**config.mk**
```make
export PLATFORM = sky130hd
export DESIGN_NAME = oetr_ram
export DESIGN_NICKNAME = d
export VERILOG_FILES = /design/src/design/oetr_ram.sv
export SDC_FILE = /design/constraint.sdc
export NUM_CORES = 1
export LEC_CHECK = 0
export BUFFER_PORTS_ARGS = -buffer_cell sky130_fd_sc_hd__buf_2
export CAP_MARGIN = 20
export CORE_MARGIN = 2
export CORE_UTILIZATION = 30
export DETAILED_ROUTE_END_ITERATION = 10
export GPL_TIMING_DRIVEN = 0
export PLACE_DENSITY = 0.45
export SETUP_SLACK_MARGIN = 0.3
export SYNTH_ARGS = -nofsm -noshare
export SYNTH_HDL_FRONTEND = slang
export SYNTH_SLANG_ARGS = --single-unit
export TNS_END_PERCENT = 5
```
**constraint.sdc**
```tcl
create_clock -name clk -period 5.7 [get_ports clk]
set_input_delay 0.285 -clock clk [delete_from_list [all_inputs] [get_ports clk]]
set_output_delay 0.285 -clock clk [all_outputs]
set_load 0.01 [all_outputs]
```
**src/design/oetr_ram.sv**
```systemverilog
// oetr_ram: generic simple dual-port ram, one write and one registered read port
// no dependencies
module oetr_ram #(
  parameter int WIDTH = 8,
  parameter int DEPTH = 64
) (
  input  logic                     clk,
  input  logic                     we,
  input  logic [$clog2(DEPTH)-1:0] waddr,
  input  logic [WIDTH-1:0]         wdata,
  input  logic                     re,
  input  logic [$clog2(DEPTH)-1:0] raddr,
  output logic [WIDTH-1:0]         rdata
);
  logic [WIDTH-1:0] mem [DEPTH];
  logic [WIDTH-1:0] rdata_r;

  always_ff @(posedge clk) begin
    if (we) begin
      mem[waddr] <= wdata;
    end
    if (re) begin
      rdata_r <= mem[raddr];
    end
  end

  assign rdata = rdata_r;
endmodule

```
==> Yosys cells after proc, flatten, opt, wreduce, memory -nomap -nowiden <==
Memory sizes are Yosys's and may differ from the RTL's. A register that Yosys moved wholly into a read port is not among the register bits.
Cells that the tools add are included.
{ "classes": {"muxes": 2} }
{ "ops": {"columns": ["cell", "count"], "rows": [
  ["1-bit 2-to-1 mux", 2]
]} }
{ "word_totals": {"regBits": 0, "ramBits": 512, "in_bits": 23, "out_inout_bits": 8, "wordCells": 3, "memories": 1} }
{ "mem_list": {"columns": ["name", "depth", "width", "read_ports", "rd_clocked_by_memory_dff", "wr", "line", "text"], "rows": [
  ["mem", 64, 8, 1, 1, 1, "15", "logic [WIDTH-1:0] mem [DEPTH];"]
]} }

==> Depth between registers and ports, before layout <==
{ "logic_depth": {"ltp_word": 2, "ltp_mapped": 9, "ltp_nobuf": 5} }

==> Least setup slack after synthesis <==
No wires, ideal clock.
{ "synth_timing": {"path_kind": "input -> register", "startpoint": "input port raddr[1]", "endpoint": "register rdata_r[3] (netlist: rdata[3]), read port of mem (data pin)", "setup_time_ns": 0.266, "t_arrival_ns": 1.825, "required_time_ns": 5.434, "setup_slack_ns": 3.609, "cell_stages": 7, "path_buffers": 3, "path_cell_list": "buf_4 > buf_2 > buf_2 > mux4_2 > mux4_2 > o21ai_1 > o41ai_1"} }
{ "synth_lines": {"columns": ["item", "line", "text"], "rows": [
  ["start, declared", "12", "input logic [$clog2(DEPTH)-1:0] raddr,"],
  ["end, declared", "16", "logic [WIDTH-1:0] rdata_r;"]
]} }

==> results.md <==
Status:
- The flow ran to the end, and the final reports show no timing, DRC or antenna violations.

Power and ir drop:
- The share of total power in combinational logic is 5.6%.
- The worst-case IR drop observed on VDD is around 0.00019 V.
- The switching fraction of total power is 21.9%.
- Dividing total power by cell area gives a power density of roughly 350 mW/mm².
- The internal power is 6.29 mW.
- Power comes to a little over 8 mW.
- The clock network fraction of design power is 41.7%.
- The leakage component of the power is 7.14 nW.
- The analysis attributes to net switching a power of 1.76 mW.
- Sequential cells account for 52.7% of the total power.

Global route:
- The first global-routing pass estimated between 70000 and 80000 µm of wire.
- The total global-route track usage is between 10% and 20%.
- Global routing finished with a remaining overflow of 0.
- The number of antenna violations at the first check in global routing came to 3.
- The number of global-route vias before repair is 10108.
- The largest net degree at the start of global routing is 49.

Logic synthesis:
- The library cell occupying the most area in the post-synthesis netlist is edfxtp_1.
- Of all flip-flops after synthesis, the portion carrying an async set or reset was 0%.
- Among all flip-flop cells after synthesis, the most frequent one is edfxtp_1.
- The cell count after synthesis is 940.
- The total of warnings raised by yosys is 0.
- Synthesis inferred 520 register bits.
- In this run, synthesis inferred 520 flip-flops with an integrated enable.
- The net count after synthesis is 963.
- Summing every instance area after synthesis gives 0.0202 mm².
- The average cell area after synthesis is 21.5 µm².
- After synthesis, the largest area contributor takes up 77.1% of total cell area.
- The fraction of the yosys area taken by sequential cells is slightly below 80%.
- Yosys attributes the largest share of cell area to edfxtp_1, mux4_2, nor2_1.
- Synthesis instantiated 39 different standard cells from the library.

STA:
- The post-route clock skew is 0.0123 ns.
- Derived from the worst setup path, the maximum achievable clock frequency is 342 MHz.
- The total count of hold-check failures in the final report is 0.
- Across all hold checks on the routed design, the worst slack comes to 0.117 ns.
- Setup total negative slack on the finished layout was measured at 0 ns.
- The setup slack after layout is about 2.8 ns.
- The worst pin sits at a relative slew slack of 28.2%.
- At the pin with the least slew margin, the transition time is 1.07 ns.
- The minimum clock period is a little under 3 ns.
- Setup repair after global routing left no endpoint under its margin.
- In the finished design, the share of the clock period the worst path needs comes to 51.3%.
- The setup violation total in the final timing report is 0.
- The final-report max-slew violation count came to 0.

Floorplan:
- The area of the die is slightly below 0.07 mm².
- From bottom edge to top edge, the die measures 264 µm.
- The initial cell density of the core is 30.2%.
- The area of the placeable core is 0.0670 mm².
- The number of standard-cell rows in the floorplan is 95.
- 31 I/O pins were placed.
- The horizontal extent of the die is 264 µm.

Worst setup path:
- The number of buffers and inverters on the critical path is 4.
- The worst setup path is captured at a flip-flop.
- The launch instance of the worst register-to-register path is mem[21][4]$_DFFE_PP_.
- Measured in cells, the most critical reg-to-reg path has a length of 5.
- Traced cell by cell, the critical path runs through buf_2, buf_4, clkbuf_1, buf_2, o221ai_1, o21a_1, o41ai_1.
- The worst register-to-register path ends at rdata[4]$_DFFE_PP_.
- Among all stages on the critical path, the largest delay is contributed by o41ai_1.
- Setup slack on the worst reg-to-reg path comes out at roughly 3.3 ns.
- The maximum cell stage delay along the critical path is 0.74 ns.
- Among cell families on the critical path, the largest total delay comes from buffers and inverters.
- The required time of the critical path is 5.97 ns.
- The cell with the most instances on the worst path is buf_2.
- The setup path with the least slack is of type in2reg.
- The startpoint kind of the worst setup timing path is a primary input.
- Data arrives at the worst endpoint at 3.19 ns.
- The critical path runs through a total of 7 cells.
- Along the worst path, the maximum fanout reaches 10.

Clock network:
- The CTS H-tree depth is 2.
- The maximum root-to-sink buffer count is 3.
- The clock reaches the later pin of the worst-skew pair after about 0.60 ns.
- TritonCTS built the clock tree.
- After clock tree synthesis, the repair step resized 0 gates.
- The number of buffers created by CTS is 53.
- The root buffer cell chosen for the clock tree is clkbuf_16.
- Clock-pin slew was measured on the worst setup and hold paths at 0.06 ns.
- The number of clock sinks is 520.

Route:
- The detailed-route DRC error count is 0.
- The violation count after the first detailed-route iteration is 907.
- The total number of vias is 9824.
- After detailed routing, the average wire length per cell comes to 28.1 µm.
- The post-route antenna net violation count is 0.
- Summed over all layers, the routed wires come to 54700 µm.
- The number of iterations in the first detailed-routing pass is 5.
- After detailed routing, the number of vias per cell comes to between 5 and 6.

Layout:
- The commonest non-fill, non-tap cell in the layout is edfxtp_1.
- The layout-stage area growth over the synthesis result is 15.1%.
- In the layout the commonest cells are edfxtp_1, mux4_2, nor2_1, clkbuf_16, buf_2.
- In the final layout, the share of cells above drive strength 1 is 26.2%.
- The final layout net count is between 1000 and 1500.

Min path:
- The min-delay analysis places its worst path in the category in2reg.
- In this run the most critical hold path is launched from wdata[7].
- Along the worst hold path, the cell count comes to 1.
- The worst hold path terminates at mem[49][7]$_DFFE_PP_.

Placement:
- The post-place setup slack is 2.16 ns.
- The wire-length estimate of the detail-placed layout is 36000 µm.
- The routability congestion estimate from global placement is 0.865.
- The count of buffers added on input and output ports is 22.

Flow run:
- Max-cap violations in this run came to 0.
## power by group through the flow
stage	sequential (mW)	clock (mW)	combinational (mW)
after floorplan	4.33	0	0.226
after detailed placement	4.33	0	0.458
after global routing	4.25	3.58	0.480
after CTS	4.25	3.44	0.459
final	4.25	3.36	0.452
after global placement	4.33	0	0.440
## registers in the layout (all words and copies together) (netlist names)
| signal | count |
|---|---|
| mem | 512 |
| rdata | 8 |
## worst max-delay path by stage
stage              from                  to  slack [ns]
2_1_floorplan  raddr[1]  rdata[3]$_DFFE_PP_        3.61
3_3_place_gp   raddr[1]  rdata[6]$_DFFE_PP_        2.19
3_5_place_dp   raddr[2]  rdata[3]$_DFFE_PP_        2.16
4_1_cts        raddr[2]  rdata[5]$_DFFE_PP_        2.78
5_1_grt        raddr[2]  rdata[5]$_DFFE_PP_        2.55
6_report       raddr[2]  rdata[3]$_DFFE_PP_        2.78
## final cells by class
| class | count | area, µm² |
|---|---|---|
| plain buffers | 51 | 317 |
| well taps | 873 | 1090 |
| diodes | 1 | 2.50 |
| clock buffers | 62 | 1400 |
| clock inverters | 37 | 256 |
| flip-flops and latches | 520 | 15600 |
| fillers | 6270 | 43700 |
| repair buffers | 34 | 310 |
| multi-input cells | 369 | 4320 |
## through the flow
step,util (%),instances,instance area [µm²]
3_3_place_gp,32.0,1835,21400
3_5_place_dp,32.3,1846,21600
4_1_cts,34.8,1946,23300
6_report,34.8,1947,23300
5_1_grt,34.8,1946,23300
2_1_floorplan,-,940,20200
## kinds of logic after synthesis
logic type | share of synthesized area, %
flops | 77.1
mux | 15.9
simple gates | 3.37
compound gates | 2.06
buf+inv | 1.56
## worst register-to-register path: stages (launching register included)
cell and delay [ns]:
edfxtp_1 0.36, mux4_2 0.48, mux2_2 0.31, o221a_2 0.30
nor3_1 0.36, o32ai_1 0.25
## what timing repair did
action,CTS,global route
setup buffers,0,0
endpoints found under the setup margin,0,0
hold endpoints to repair,8,0
hold buffers,1,0
## metal layers
metal / wire length [µm] / share of wire, % / up-vias / GRT usage, %
li1: - / - / 4127 / -
met1: 25200 / 46 / 5346 / 22.7
met2: 25400 / 46 / 272 / 24.7
met3: 3010 / 5.5 / 73 / 3.40
met4: 1070 / 2.0 / 6 / 3.76
met5: 34 / 0.062 / - / 0
## cells in the mapped netlist (2+ instances only)
cell type,count
nor2_1,83
buf_4,13
o21ai_0,2
mux4_2,126
nand3b_1,3
buf_6,4
nand4_1,2
o41ai_1,2
nand2_1,19
mux2i_1,23
edfxtp_1,520
o221ai_1,8
o21a_1,2
o221a_2,2
buf_2,11
clkbuf_1,17
o2111ai_1,3
nor4_1,2
buf_1,4
o32ai_1,2
a22oi_1,3
mux2_2,13
a21oi_1,3
buf_12,2
o2bb2ai_1,3
nand3_1,13
o22ai_1,8
a211oi_1,4
nor2b_1,14
nand2b_1,7
nor3_1,7
a2111oi_0,2
o21ai_1,2
a221oi_1,6
Note: power is estimated with default switching activity, not from simulation.
