===== config.mk =====
export PLATFORM = sky130hd
export DESIGN_NAME = oetr_split_flat
export DESIGN_NICKNAME = d
export VERILOG_FILES = /design/src/design/oetr_pkg.sv /design/src/design/oetr_out_if.sv /design/src/design/oetr_split.sv /design/src/flat_wrapper.sv
export SDC_FILE = /design/constraint.sdc
export NUM_CORES = 2
export LEC_CHECK = 0
export ABC_CLOCK_PERIOD_IN_PS = 10900
export BUFFER_PORTS_ARGS = -buffer_cell sky130_fd_sc_hd__buf_2
export CORE_ASPECT_RATIO = 1.1
export CORE_MARGIN = 2
export CORE_UTILIZATION = 65
export DETAILED_ROUTE_END_ITERATION = 12
export PLACE_DENSITY = 0.94
export SETUP_SLACK_MARGIN = 0.5
export SLEW_MARGIN = 20
export SYNTH_ARGS = -nofsm -noshare
export SYNTH_HDL_FRONTEND = slang
export SYNTH_SLANG_ARGS = --single-unit

===== constraint.sdc =====
create_clock -name clk -period 10.9 [get_ports clk]
set_clock_uncertainty 0.15 [all_clocks]
set_input_delay 1.635 -clock clk [delete_from_list [all_inputs] [get_ports clk]]
set_output_delay 1.635 -clock clk [all_outputs]
set_load 0.01 [all_outputs]

===== src/design/oetr_pkg.sv =====
// oetr_pkg: shared types and constants for the overwriting event trace ring
// field widths, opcodes, register indexes, pipeline side-band and
// reciprocal constants used by the time stamp split; no dependencies
package oetr_pkg;

  localparam int LEVEL_W   = 2;
  localparam int TAG_W     = 3;
  localparam int TIME_W    = 32;
  localparam int OPCODE_W  = 2;
  localparam int HOURS_W   = 11;
  localparam int MINUTES_W = 6;
  localparam int SECONDS_W = 6;
  localparam int MILLIS_W  = 10;

  localparam int CFG_IDX_W  = 2;
  localparam int CFG_DATA_W = 2;

  localparam logic [OPCODE_W-1:0] OP_PUSH = 2'd0;
  localparam logic [OPCODE_W-1:0] OP_POP  = 2'd1;
  localparam logic [OPCODE_W-1:0] OP_HIST = 2'd2;

  localparam logic [CFG_IDX_W-1:0] CFG_REMOTE_LIMIT = 2'd0;
  localparam logic [CFG_IDX_W-1:0] CFG_SERIAL_LIMIT = 2'd1;
  localparam logic [CFG_IDX_W-1:0] CFG_WEB_LIMIT    = 2'd2;

  // t / 1000 == (t * DIV1000_MUL) >> DIV1000_SH for every 32-bit t
  localparam int DIV1000_MUL_W = 29;
  localparam logic [DIV1000_MUL_W-1:0] DIV1000_MUL = 29'd274877907;
  localparam int DIV1000_SH = 38;
  // n / 60 == (n * DIV60_MUL) >> DIV60_SH for every n below 2**23
  localparam int DIV60_MUL_W = 24;
  localparam logic [DIV60_MUL_W-1:0] DIV60_MUL = 24'd8947849;
  localparam int DIV60_SH = 29;

  localparam int MS_PER_S  = 1000;
  localparam int S_PER_MIN = 60;
  localparam int MIN_PER_H = 60;

  // whole seconds fit 23 bits, whole minutes 17 bits
  localparam int Q1_W = 23;
  localparam int Q2_W = 17;

  typedef struct packed {
    logic [LEVEL_W-1:0] remote;
    logic [LEVEL_W-1:0] serial;
    logic [LEVEL_W-1:0] web;
  } lim_t;

  // side-band that travels with each read issued into the result pipeline
  typedef struct packed {
    logic invalid;
    logic hist;
    logic last;
    logic net;
  } meta_t;

endpackage


===== src/design/oetr_out_if.sv =====
// oetr_out_if: result channel, valid/ready with one emitted record
// depends on oetr_pkg for field widths
interface oetr_out_if #(
  parameter int MSG_W = 16
);
  logic                            valid;
  logic                            ready;
  logic                            valid_res;
  logic                            last;
  logic [oetr_pkg::LEVEL_W-1:0]    rec_level;
  logic [oetr_pkg::TAG_W-1:0]      rec_tag;
  logic [oetr_pkg::HOURS_W-1:0]    stamp_hours;
  logic [oetr_pkg::MINUTES_W-1:0]  stamp_minutes;
  logic [oetr_pkg::SECONDS_W-1:0]  stamp_seconds;
  logic [oetr_pkg::MILLIS_W-1:0]   stamp_millis;
  logic [MSG_W-1:0]                rec_message;
  logic                            to_remote;
  logic                            to_serial;
  logic                            to_web;

  modport source (output valid, valid_res, last, rec_level, rec_tag, stamp_hours,
                  stamp_minutes, stamp_seconds, stamp_millis, rec_message,
                  to_remote, to_serial, to_web,
                  input ready);
  modport sink   (input valid, valid_res, last, rec_level, rec_tag, stamp_hours,
                  stamp_minutes, stamp_seconds, stamp_millis, rec_message,
                  to_remote, to_serial, to_web,
                  output ready);
endinterface


===== src/design/oetr_split.sv =====
// oetr_split: result pipeline behind the record ram, routing flags and
// stamp split into hours, minutes, seconds and milliseconds by reciprocal
// multiplication; uses oetr_pkg and oetr_out_if
module oetr_split #(
  parameter int MSG_W = 16
) (
  input  logic                   clk,
  input  logic                   rst_n,
  input  logic                   iss_v,
  input  oetr_pkg::meta_t        iss_meta,
  input  oetr_pkg::lim_t         lim,
  input  logic [oetr_pkg::LEVEL_W+oetr_pkg::TAG_W+oetr_pkg::TIME_W+MSG_W-1:0] rec_rdata,
  output logic                   adv,
  oetr_out_if.source             out_ch
);
  localparam int TW   = oetr_pkg::TIME_W;
  localparam int P1_W = TW + oetr_pkg::DIV1000_MUL_W;
  localparam int P2_W = oetr_pkg::Q1_W + oetr_pkg::DIV60_MUL_W;
  localparam int P3_W = oetr_pkg::Q2_W + oetr_pkg::DIV60_MUL_W;

  typedef struct packed {
    logic                         valid_res;
    logic                         last;
    logic [oetr_pkg::LEVEL_W-1:0] level;
    logic [oetr_pkg::TAG_W-1:0]   tag;
    logic [MSG_W-1:0]             msg;
    logic                         rem;
    logic                         ser;
    logic                         web;
  } carry_t;

  logic                          v0_r, v1_r, v2_r, v3_r, out_valid_r;
  oetr_pkg::meta_t               m0_r;
  carry_t                        c0, c1_r, c2_r, c3_r, oc_r;
  logic [TW-1:0]                 t0, t1_r;
  logic                          keep0;
  logic [P1_W-1:0]               p1_r;
  logic [P2_W-1:0]               p2_r;
  logic [P3_W-1:0]               p3_r;
  logic [oetr_pkg::Q1_W-1:0]     q1, q1_r;
  logic [oetr_pkg::Q2_W-1:0]     q2, q2_r;
  logic [oetr_pkg::HOURS_W-1:0]  hours;
  logic [TW-1:0]                 ms_full;
  logic [oetr_pkg::Q1_W-1:0]     sec_full;
  logic [oetr_pkg::Q2_W-1:0]     min_full;
  logic [oetr_pkg::MILLIS_W-1:0] ms2_r, ms3_r, ms_r;
  logic [oetr_pkg::SECONDS_W-1:0] sec3_r, sec_r;
  logic [oetr_pkg::MINUTES_W-1:0] min_r;
  logic [oetr_pkg::HOURS_W-1:0]  hours_r;

  logic [oetr_pkg::LEVEL_W-1:0]  rd_level;

  // the whole pipeline moves together when the output register can take
  assign adv = !out_valid_r || out_ch.ready;

  assign rd_level = rec_rdata[MSG_W+TW+oetr_pkg::TAG_W +: oetr_pkg::LEVEL_W];

  always_comb begin
    c0.valid_res = 1'b1;
    c0.last      = m0_r.last;
    c0.level     = rd_level;
    c0.tag       = rec_rdata[MSG_W+TW +: oetr_pkg::TAG_W];
    c0.msg       = rec_rdata[MSG_W-1:0];
    t0           = rec_rdata[MSG_W +: TW];
    keep0        = 1'b1;
    if (m0_r.invalid) begin
      c0      = '0;
      c0.last = 1'b1;
      t0      = '0;
    end else if (m0_r.hist) begin
      c0.rem = 1'b0;
      c0.ser = 1'b0;
      c0.web = 1'b1;
      keep0  = (rd_level <= lim.web);
    end else begin
      c0.rem = (rd_level <= lim.remote) && m0_r.net;
      c0.ser = (rd_level <= lim.serial);
      c0.web = (rd_level <= lim.web);
    end
  end

  assign q1       = p1_r[oetr_pkg::DIV1000_SH +: oetr_pkg::Q1_W];
  assign ms_full  = t1_r - (TW'(q1) * TW'(oetr_pkg::MS_PER_S));
  assign q2       = p2_r[oetr_pkg::DIV60_SH +: oetr_pkg::Q2_W];
  assign sec_full = q1_r - (oetr_pkg::Q1_W'(q2) * oetr_pkg::Q1_W'(oetr_pkg::S_PER_MIN));
  assign hours    = p3_r[oetr_pkg::DIV60_SH +: oetr_pkg::HOURS_W];
  assign min_full = q2_r - (oetr_pkg::Q2_W'(hours) * oetr_pkg::Q2_W'(oetr_pkg::MIN_PER_H));

  always_ff @(posedge clk) begin
    if (!rst_n) begin
      v0_r        <= 1'b0;
      v1_r        <= 1'b0;
      v2_r        <= 1'b0;
      v3_r        <= 1'b0;
      out_valid_r <= 1'b0;
    end else if (adv) begin
      v0_r        <= iss_v;
      v1_r        <= v0_r && keep0;
      v2_r        <= v1_r;
      v3_r        <= v2_r;
      out_valid_r <= v3_r;
    end
  end

  always_ff @(posedge clk) begin
    if (adv) begin
      m0_r    <= iss_meta;
      c1_r    <= c0;
      t1_r    <= t0;
      p1_r    <= P1_W'(t0) * P1_W'(oetr_pkg::DIV1000_MUL);
      c2_r    <= c1_r;
      q1_r    <= q1;
      ms2_r   <= ms_full[oetr_pkg::MILLIS_W-1:0];
      p2_r    <= P2_W'(q1) * P2_W'(oetr_pkg::DIV60_MUL);
      c3_r    <= c2_r;
      q2_r    <= q2;
      ms3_r   <= ms2_r;
      sec3_r  <= sec_full[oetr_pkg::SECONDS_W-1:0];
      p3_r    <= P3_W'(q2) * P3_W'(oetr_pkg::DIV60_MUL);
      oc_r    <= c3_r;
      hours_r <= hours;
      min_r   <= min_full[oetr_pkg::MINUTES_W-1:0];
      sec_r   <= sec3_r;
      ms_r    <= ms3_r;
    end
  end

  assign out_ch.valid         = out_valid_r;
  assign out_ch.valid_res     = oc_r.valid_res;
  assign out_ch.last          = oc_r.last;
  assign out_ch.rec_level     = oc_r.level;
  assign out_ch.rec_tag       = oc_r.tag;
  assign out_ch.rec_message   = oc_r.msg;
  assign out_ch.to_remote     = oc_r.rem;
  assign out_ch.to_serial     = oc_r.ser;
  assign out_ch.to_web        = oc_r.web;
  assign out_ch.stamp_hours   = hours_r;
  assign out_ch.stamp_minutes = min_r;
  assign out_ch.stamp_seconds = sec_r;
  assign out_ch.stamp_millis  = ms_r;

  a_empty_is_last: assert property (@(posedge clk) disable iff (!rst_n)
    (out_valid_r && !oc_r.valid_res) |-> (oc_r.last && !oc_r.web && hours_r == '0))
    else $error("empty result without last flag or with data");
endmodule


===== src/flat_wrapper.sv =====
// flat-port wrapper written by rule: the top's interface ports become plain ports
module oetr_split_flat 
#(
  parameter int MSG_W = 16
)
  (clk, rst_n, iss_v, iss_meta, lim, rec_rdata, adv, out_ch_valid, out_ch_valid_res, out_ch_last, out_ch_rec_level, out_ch_rec_tag, out_ch_stamp_hours, out_ch_stamp_minutes, out_ch_stamp_seconds, out_ch_stamp_millis, out_ch_rec_message, out_ch_to_remote, out_ch_to_serial, out_ch_to_web, out_ch_ready);
  oetr_out_if #(.MSG_W(MSG_W)) out_ch_i ();
  input  logic clk;
  input  logic rst_n;
  input  logic iss_v;
  input  oetr_pkg::meta_t iss_meta;
  input  oetr_pkg::lim_t lim;
  input  logic [oetr_pkg::LEVEL_W+oetr_pkg::TAG_W+oetr_pkg::TIME_W+MSG_W-1:0] rec_rdata;
  output logic adv;
  output wire logic [$bits(out_ch_i.valid)-1:0] out_ch_valid;
  output wire logic [$bits(out_ch_i.valid_res)-1:0] out_ch_valid_res;
  output wire logic [$bits(out_ch_i.last)-1:0] out_ch_last;
  output wire logic [$bits(out_ch_i.rec_level)-1:0] out_ch_rec_level;
  output wire logic [$bits(out_ch_i.rec_tag)-1:0] out_ch_rec_tag;
  output wire logic [$bits(out_ch_i.stamp_hours)-1:0] out_ch_stamp_hours;
  output wire logic [$bits(out_ch_i.stamp_minutes)-1:0] out_ch_stamp_minutes;
  output wire logic [$bits(out_ch_i.stamp_seconds)-1:0] out_ch_stamp_seconds;
  output wire logic [$bits(out_ch_i.stamp_millis)-1:0] out_ch_stamp_millis;
  output wire logic [$bits(out_ch_i.rec_message)-1:0] out_ch_rec_message;
  output wire logic [$bits(out_ch_i.to_remote)-1:0] out_ch_to_remote;
  output wire logic [$bits(out_ch_i.to_serial)-1:0] out_ch_to_serial;
  output wire logic [$bits(out_ch_i.to_web)-1:0] out_ch_to_web;
  input wire logic [$bits(out_ch_i.ready)-1:0] out_ch_ready;
  assign out_ch_valid = out_ch_i.valid;
  assign out_ch_valid_res = out_ch_i.valid_res;
  assign out_ch_last = out_ch_i.last;
  assign out_ch_rec_level = out_ch_i.rec_level;
  assign out_ch_rec_tag = out_ch_i.rec_tag;
  assign out_ch_stamp_hours = out_ch_i.stamp_hours;
  assign out_ch_stamp_minutes = out_ch_i.stamp_minutes;
  assign out_ch_stamp_seconds = out_ch_i.stamp_seconds;
  assign out_ch_stamp_millis = out_ch_i.stamp_millis;
  assign out_ch_rec_message = out_ch_i.rec_message;
  assign out_ch_to_remote = out_ch_i.to_remote;
  assign out_ch_to_serial = out_ch_i.to_serial;
  assign out_ch_to_web = out_ch_i.to_web;
  assign out_ch_i.ready = out_ch_ready;
  oetr_split #(.MSG_W(MSG_W)) u_core (.clk(clk), .rst_n(rst_n), .iss_v(iss_v), .iss_meta(iss_meta), .lim(lim), .rec_rdata(rec_rdata), .adv(adv), .out_ch(out_ch_i));
endmodule

Word-level counts from Yosys, hierarchy flattened
Cells that the tools add are included.
{"block": "word_totals", "regBits": 341, "latch_bits": 0, "ramBits": 0, "romBits": 0, "in_bits": 67, "out_inout_bits": 61, "memories": 0}
{"block": "op_classes", "addsub": 3, "multipliers": 6, "n_div": 0, "order_cmp": 3, "n_eq_ne": 0, "shift": 0, "muxes": 5, "bitwise_logic": 0, "reduce_logical": 5}
{"op": "32-bit by 29-bit multiplier with 61-bit output, second input constant", "count": 1}
{"op": "23-bit by 24-bit multiplier with 46-bit output, second input constant", "count": 1}
{"op": "17-bit by 24-bit multiplier with 40-bit output, second input constant", "count": 1}
{"op": "32-bit two-way mux", "count": 1}
{"op": "23-bit by 7-bit multiplier with 7-bit output, second input constant", "count": 1}
{"op": "23-bit two-way mux", "count": 1}
{"op": "17-bit by 4-bit multiplier with 4-bit output, second input constant", "count": 1}
{"op": "6-bit subtractor", "count": 2}
{"op": "11-bit by 4-bit multiplier with 4-bit output, second input constant", "count": 1}
{"op": "10-bit subtractor", "count": 1}
{"op": "2-bit <= comparator", "count": 3}
{"op": "1-bit two-way mux", "count": 3}
{"op": "1-bit logical AND", "count": 2}
{"op": "2-bit OR reduction", "count": 1}
{"op": "1-bit zero test", "count": 1}
{"op": "1-bit logical OR", "count": 1}

Logic depth before layout (Yosys ltp)
{"block": "logic_depth", "depth_word": 4, "ltp_mapped": 29}

Worst setup path before layout
Ideal clock, no wire load.
{"block": "synth_path", "path_kind": "input -> register", "from": "in rec_rdata[25] (netlist name)", "to": "reg u_core.p1_r[60] (data pin)", "arrival_time_ns": 8.198, "t_required_ns": 10.489, "slack_ns": 2.291, "stages": 25, "path_cell_list": "clkbuf_1 -> nor2b_1 -> clkbuf_1 -> and2_1 -> fa_1 -> fa_1 -> inv_1 -> fa_1 -> inv_1 -> fa_1 -> fa_1 -> fa_1 -> inv_1 -> fa_1 -> inv_1 -> ha_1 -> nand4_1 -> nor3_1 -> a211o_1 -> o31ai_1 -> a31o_2 -> o21ai_2 -> a2111oi_2 -> o31ai_2 -> a311o_1"}
{"block": "synth_between", "elab_chain_len": 2}
{"item": "start: declaration", "line": "flat_wrapper.sv:13", "text": "input logic [oetr_pkg::LEVEL_W+oetr_pkg::TAG_W+oetr_pkg::TIME_W+MSG_W-1:0] rec_rdata;"}
{"item": "32-bit two-way mux", "line": "oetr_split.sv:66", "text": "if (m0_r.invalid) begin"}
{"item": "named net u_core.t0[9]", "line": "oetr_split.sv:35", "text": "logic [TW-1:0] t0, t1_r;"}
{"item": "32-bit by 29-bit multiplier with 61-bit output", "line": "oetr_split.sv:110", "text": "p1_r <= P1_W'(t0) * P1_W'(oetr_pkg::DIV1000_MUL);"}
{"item": "end signal: assignment", "line": "oetr_split.sv:110"}
{"item": "end: declaration", "line": "oetr_split.sv:37", "text": "logic [P1_W-1:0] p1_r;"}
The timed path passes the listed nets, and every way through them passes these cells.
A chain may end at the register's enable or synchronous reset.

Worst setup path after layout
{"block": "layout_path", "from": "in rec_rdata[23] (netlist name)", "to": "reg u_core.p1_r[60] (data pin)"}
{"block": "layout_between", "elab_chain_len": 2}
{"item": "32-bit two-way mux", "line": "oetr_split.sv:66"}
{"item": "32-bit by 29-bit multiplier with 61-bit output", "line": "oetr_split.sv:110"}
No other way between the ends.

==> summary.md <==
| Metric | Value |
|---|---|
| Worst Setup Slack, final | 2.07 ns |
| Vias per cell | 5.82 |
| Die area | 49000 um^2 |
| ANT cells | 0 |
| Unrepaired setup endpoints after global routing | no |
| Max Clock Freq | 113 MHz |
| Hold Path Class | flip-flop to flip-flop |
| DR pass1 iterations | 6 |
| Worst Setup SP | rec_rdata[23] |
| Max stage delay on crit path | 0.77 ns |
| Htree depth | 1 |
| Root Buffer | clkbuf_16 |
| Minimum clock period | 8.83 ns |
| FP Rows | 83 |
| Crit-path max FO | 10 |
| Routed len/inst | 20.5 um |
| Syn_area_per_cell | 11.1 um^2 |
| Syn Std Cell Area | 30700 um^2 |
| Run status | completed |
| Mapped Nets | 3860 |
| Routability cong. | 1.02 |
| Register area share after synthesis | 0.238 |
| CP Capture Type | flip-flop |
| Initial Util | 0.658 |
| Headroom to the max-slew limit | 0.228 |
| Final WL | 71.6 mm |
| Slowest-stage cell, CP | nor2b_1 |
| # nets final | 3982 |
| Fin. max-slew vios | 0 |
| R2R Path Start | u_core.m0_r[3] |
| Count leader, synth | inv_1 |
| Input/output buffers | 127 |
| Dominant cell type by area after synthesis | fa_1 |
| Skew-Pair Late Insertion Delay | 0.52 ns |
| Hold Crit Start | u_core.ms2_r[7] |
| Total track usage | 0.302 |
| Clock tree buffer depth | 3 |
| Post-Place Worst Slack | 1.58 ns |
| Via count | 20300 |
| Share of layout cells above drive strength 1 | 0.0669 |
| Post-CTS Setup Bufs | 0 |
| Top cells by area, synth | fa_1 26%, ha_1 26%, edfxtp_1 23%, inv_1 8.5%, xnor2_1 2.7% |
| Worst Path Required | 11.02 ns |
| First-pass GRT wire length | 114 mm |
| IO Count | 128 |
| Share of the synthesized area in the top cell type | 0.261 |
| CTS Sinks | 245 |
| Final setup TNS | 0 ns |
| Area delta synth->final | 6.83% |
| Ys Warns | 0 |
| Synth cell count leaders | 692 x inv_1, 629 x ha_1, 400 x fa_1, 240 x edfxtp_1, 96 x xnor2_1 |
| Grt ovf | 0 |
| Maxcap violations | 0 |
| Post-synth ARST share | 0 |
| Flops & latches, synth | 245 |
| DIE WIDTH | 211 um |
| Post-CTS Hold Buffers | 0 |
| Number of global-route vias before repair | 22000 |
| CP arrival | 8.95 ns |
| Period Utilization, post-route | 0.810 |
| Post-DRT Antenna Nets | 0 |
| Drt initial violations | 1434 |
| Num CTS Buffers | 23 |
| Clock Pin Slew Worst Setup and Hold Paths | 0.07 ns |
| HPWL Detailed | 59.8 mm |
| Final hold viol count | 0 |
| Initial antenna violation count | 0 |
| Number of enable flip-flop cells after synthesis | 240 |
| CP startpoint kind | input port |
| Core area | 46600 um^2 |
| Final setup vio count | 0 |
| Yosys cell types | 62 |
| Hold path cells | 0 |
| Main synth FF type | edfxtp_1 |
| CTS tree | built |
| Worst slew pin tran | 1.16 ns |
| Drt drc | 0 |
| Largest net degree at the start of global routing | 95 |
| PostCTS Resize Cnt | 0 |
| Critical path class | input port to flip-flop |
| Fin util | 0.703 |
| Post-Synthesis Cells | 2764 |
| Die H | 232 um |
| R2R depth | 25 |
cells in the final DEF, fill, tap and decap left out, types with 12 or more instances in the layout:
| cell | count |
|---|---|
| a21o_1 | 47 |
| a21oi_1 | 86 |
| and2_1 | 47 |
| buf_2 | 127 |
| clkbuf_16 | 23 |
| edfxtp_1 | 240 |
| fa_1 | 400 |
| ha_1 | 629 |
| inv_1 | 691 |
| nand2_1 | 79 |
| nand3_1 | 14 |
| nand4_1 | 23 |
| nor2_1 | 78 |
| nor2b_1 | 67 |
| nor3_1 | 14 |
| o21a_1 | 12 |
| o21ai_0 | 44 |
| xnor2_1 | 96 |
| xor2_1 | 33 |
layer usage:
layer | GRT usage | routed length (um)
met1 | 0.384 | 27900
met5 | 0 | 0
met4 | 0.111 | 2680
met3 | 0.0349 | 4750
met2 | 0.532 | 36200
worst max-delay path: cells and delay by family:
family                   cells  cell delay [ns]
AO/OA/AOI/OAI                7             1.81
buffers and inverters        7             0.53
AND/OR/NAND/NOR              4             1.26
adder cells (fa/ha/maj)      8             3.70
state kept, by name, summed over array words and instances (netlist names), 10 cells and up:
name and flops:
u_core.c1_r 26, u_core.c2_r 26, u_core.c3_r 26, u_core.ms2_r 10, u_core.ms3_r 10, u_core.out_ch.rec_message 16
u_core.out_ch.stamp_hours 11, u_core.out_ch.stamp_millis 10, u_core.p1_r 24, u_core.p2_r 17, u_core.p3_r 11
stage by stage:
| stage | cells | hold WS, ns | area (um^2) |
|---|---|---|---|
| floorplan | 2764 | 0.250 | 30700 |
| global placement | 3456 | 0.250 | 32000 |
| detailed placement | 3456 | 0.255 | 32000 |
| CTS | 3497 | 0.264 | 32800 |
| global route | 3497 | 0.275 | 32800 |
| finish | 3497 | 0.261 | 32800 |
area by class of cell:
class / count / area (um^2)
Timing Repair Buffer: 137 / 711
Fill cell: 3110 / 13800
Inverter: 692 / 2610
Multi-Input combinational cell: 1787 / 20600
Sequential cell: 245 / 7310
Clock buffer: 25 / 593
Tap cell: 595 / 744
Clock inverter: 16 / 185
cell families after synthesis:
| group | share of synthesized area |
|---|---|
| adders and majority gates | 0.517 |
| AOI/OAI and AO/OA | 0.0589 |
| and+or+nand+nor | 0.0594 |
| DFF | 0.238 |
| buffers and inverters | 0.0895 |
| xor gates and xnor gates | 0.0368 |
final timing paths:
path | to | slack [ns]
worst max-delay path | u_core.p1_r[60] | 2.07
worst min-delay path | u_core.ms3_r[7] | 0.26
worst max register to register | u_core.p1_r[60] | 2.21
worst min register to register | u_core.ms3_r[7] | 0.26
Power is not shown: default switching activity piles up to over one toggle a cycle in this logic, so the estimate is an artifact.
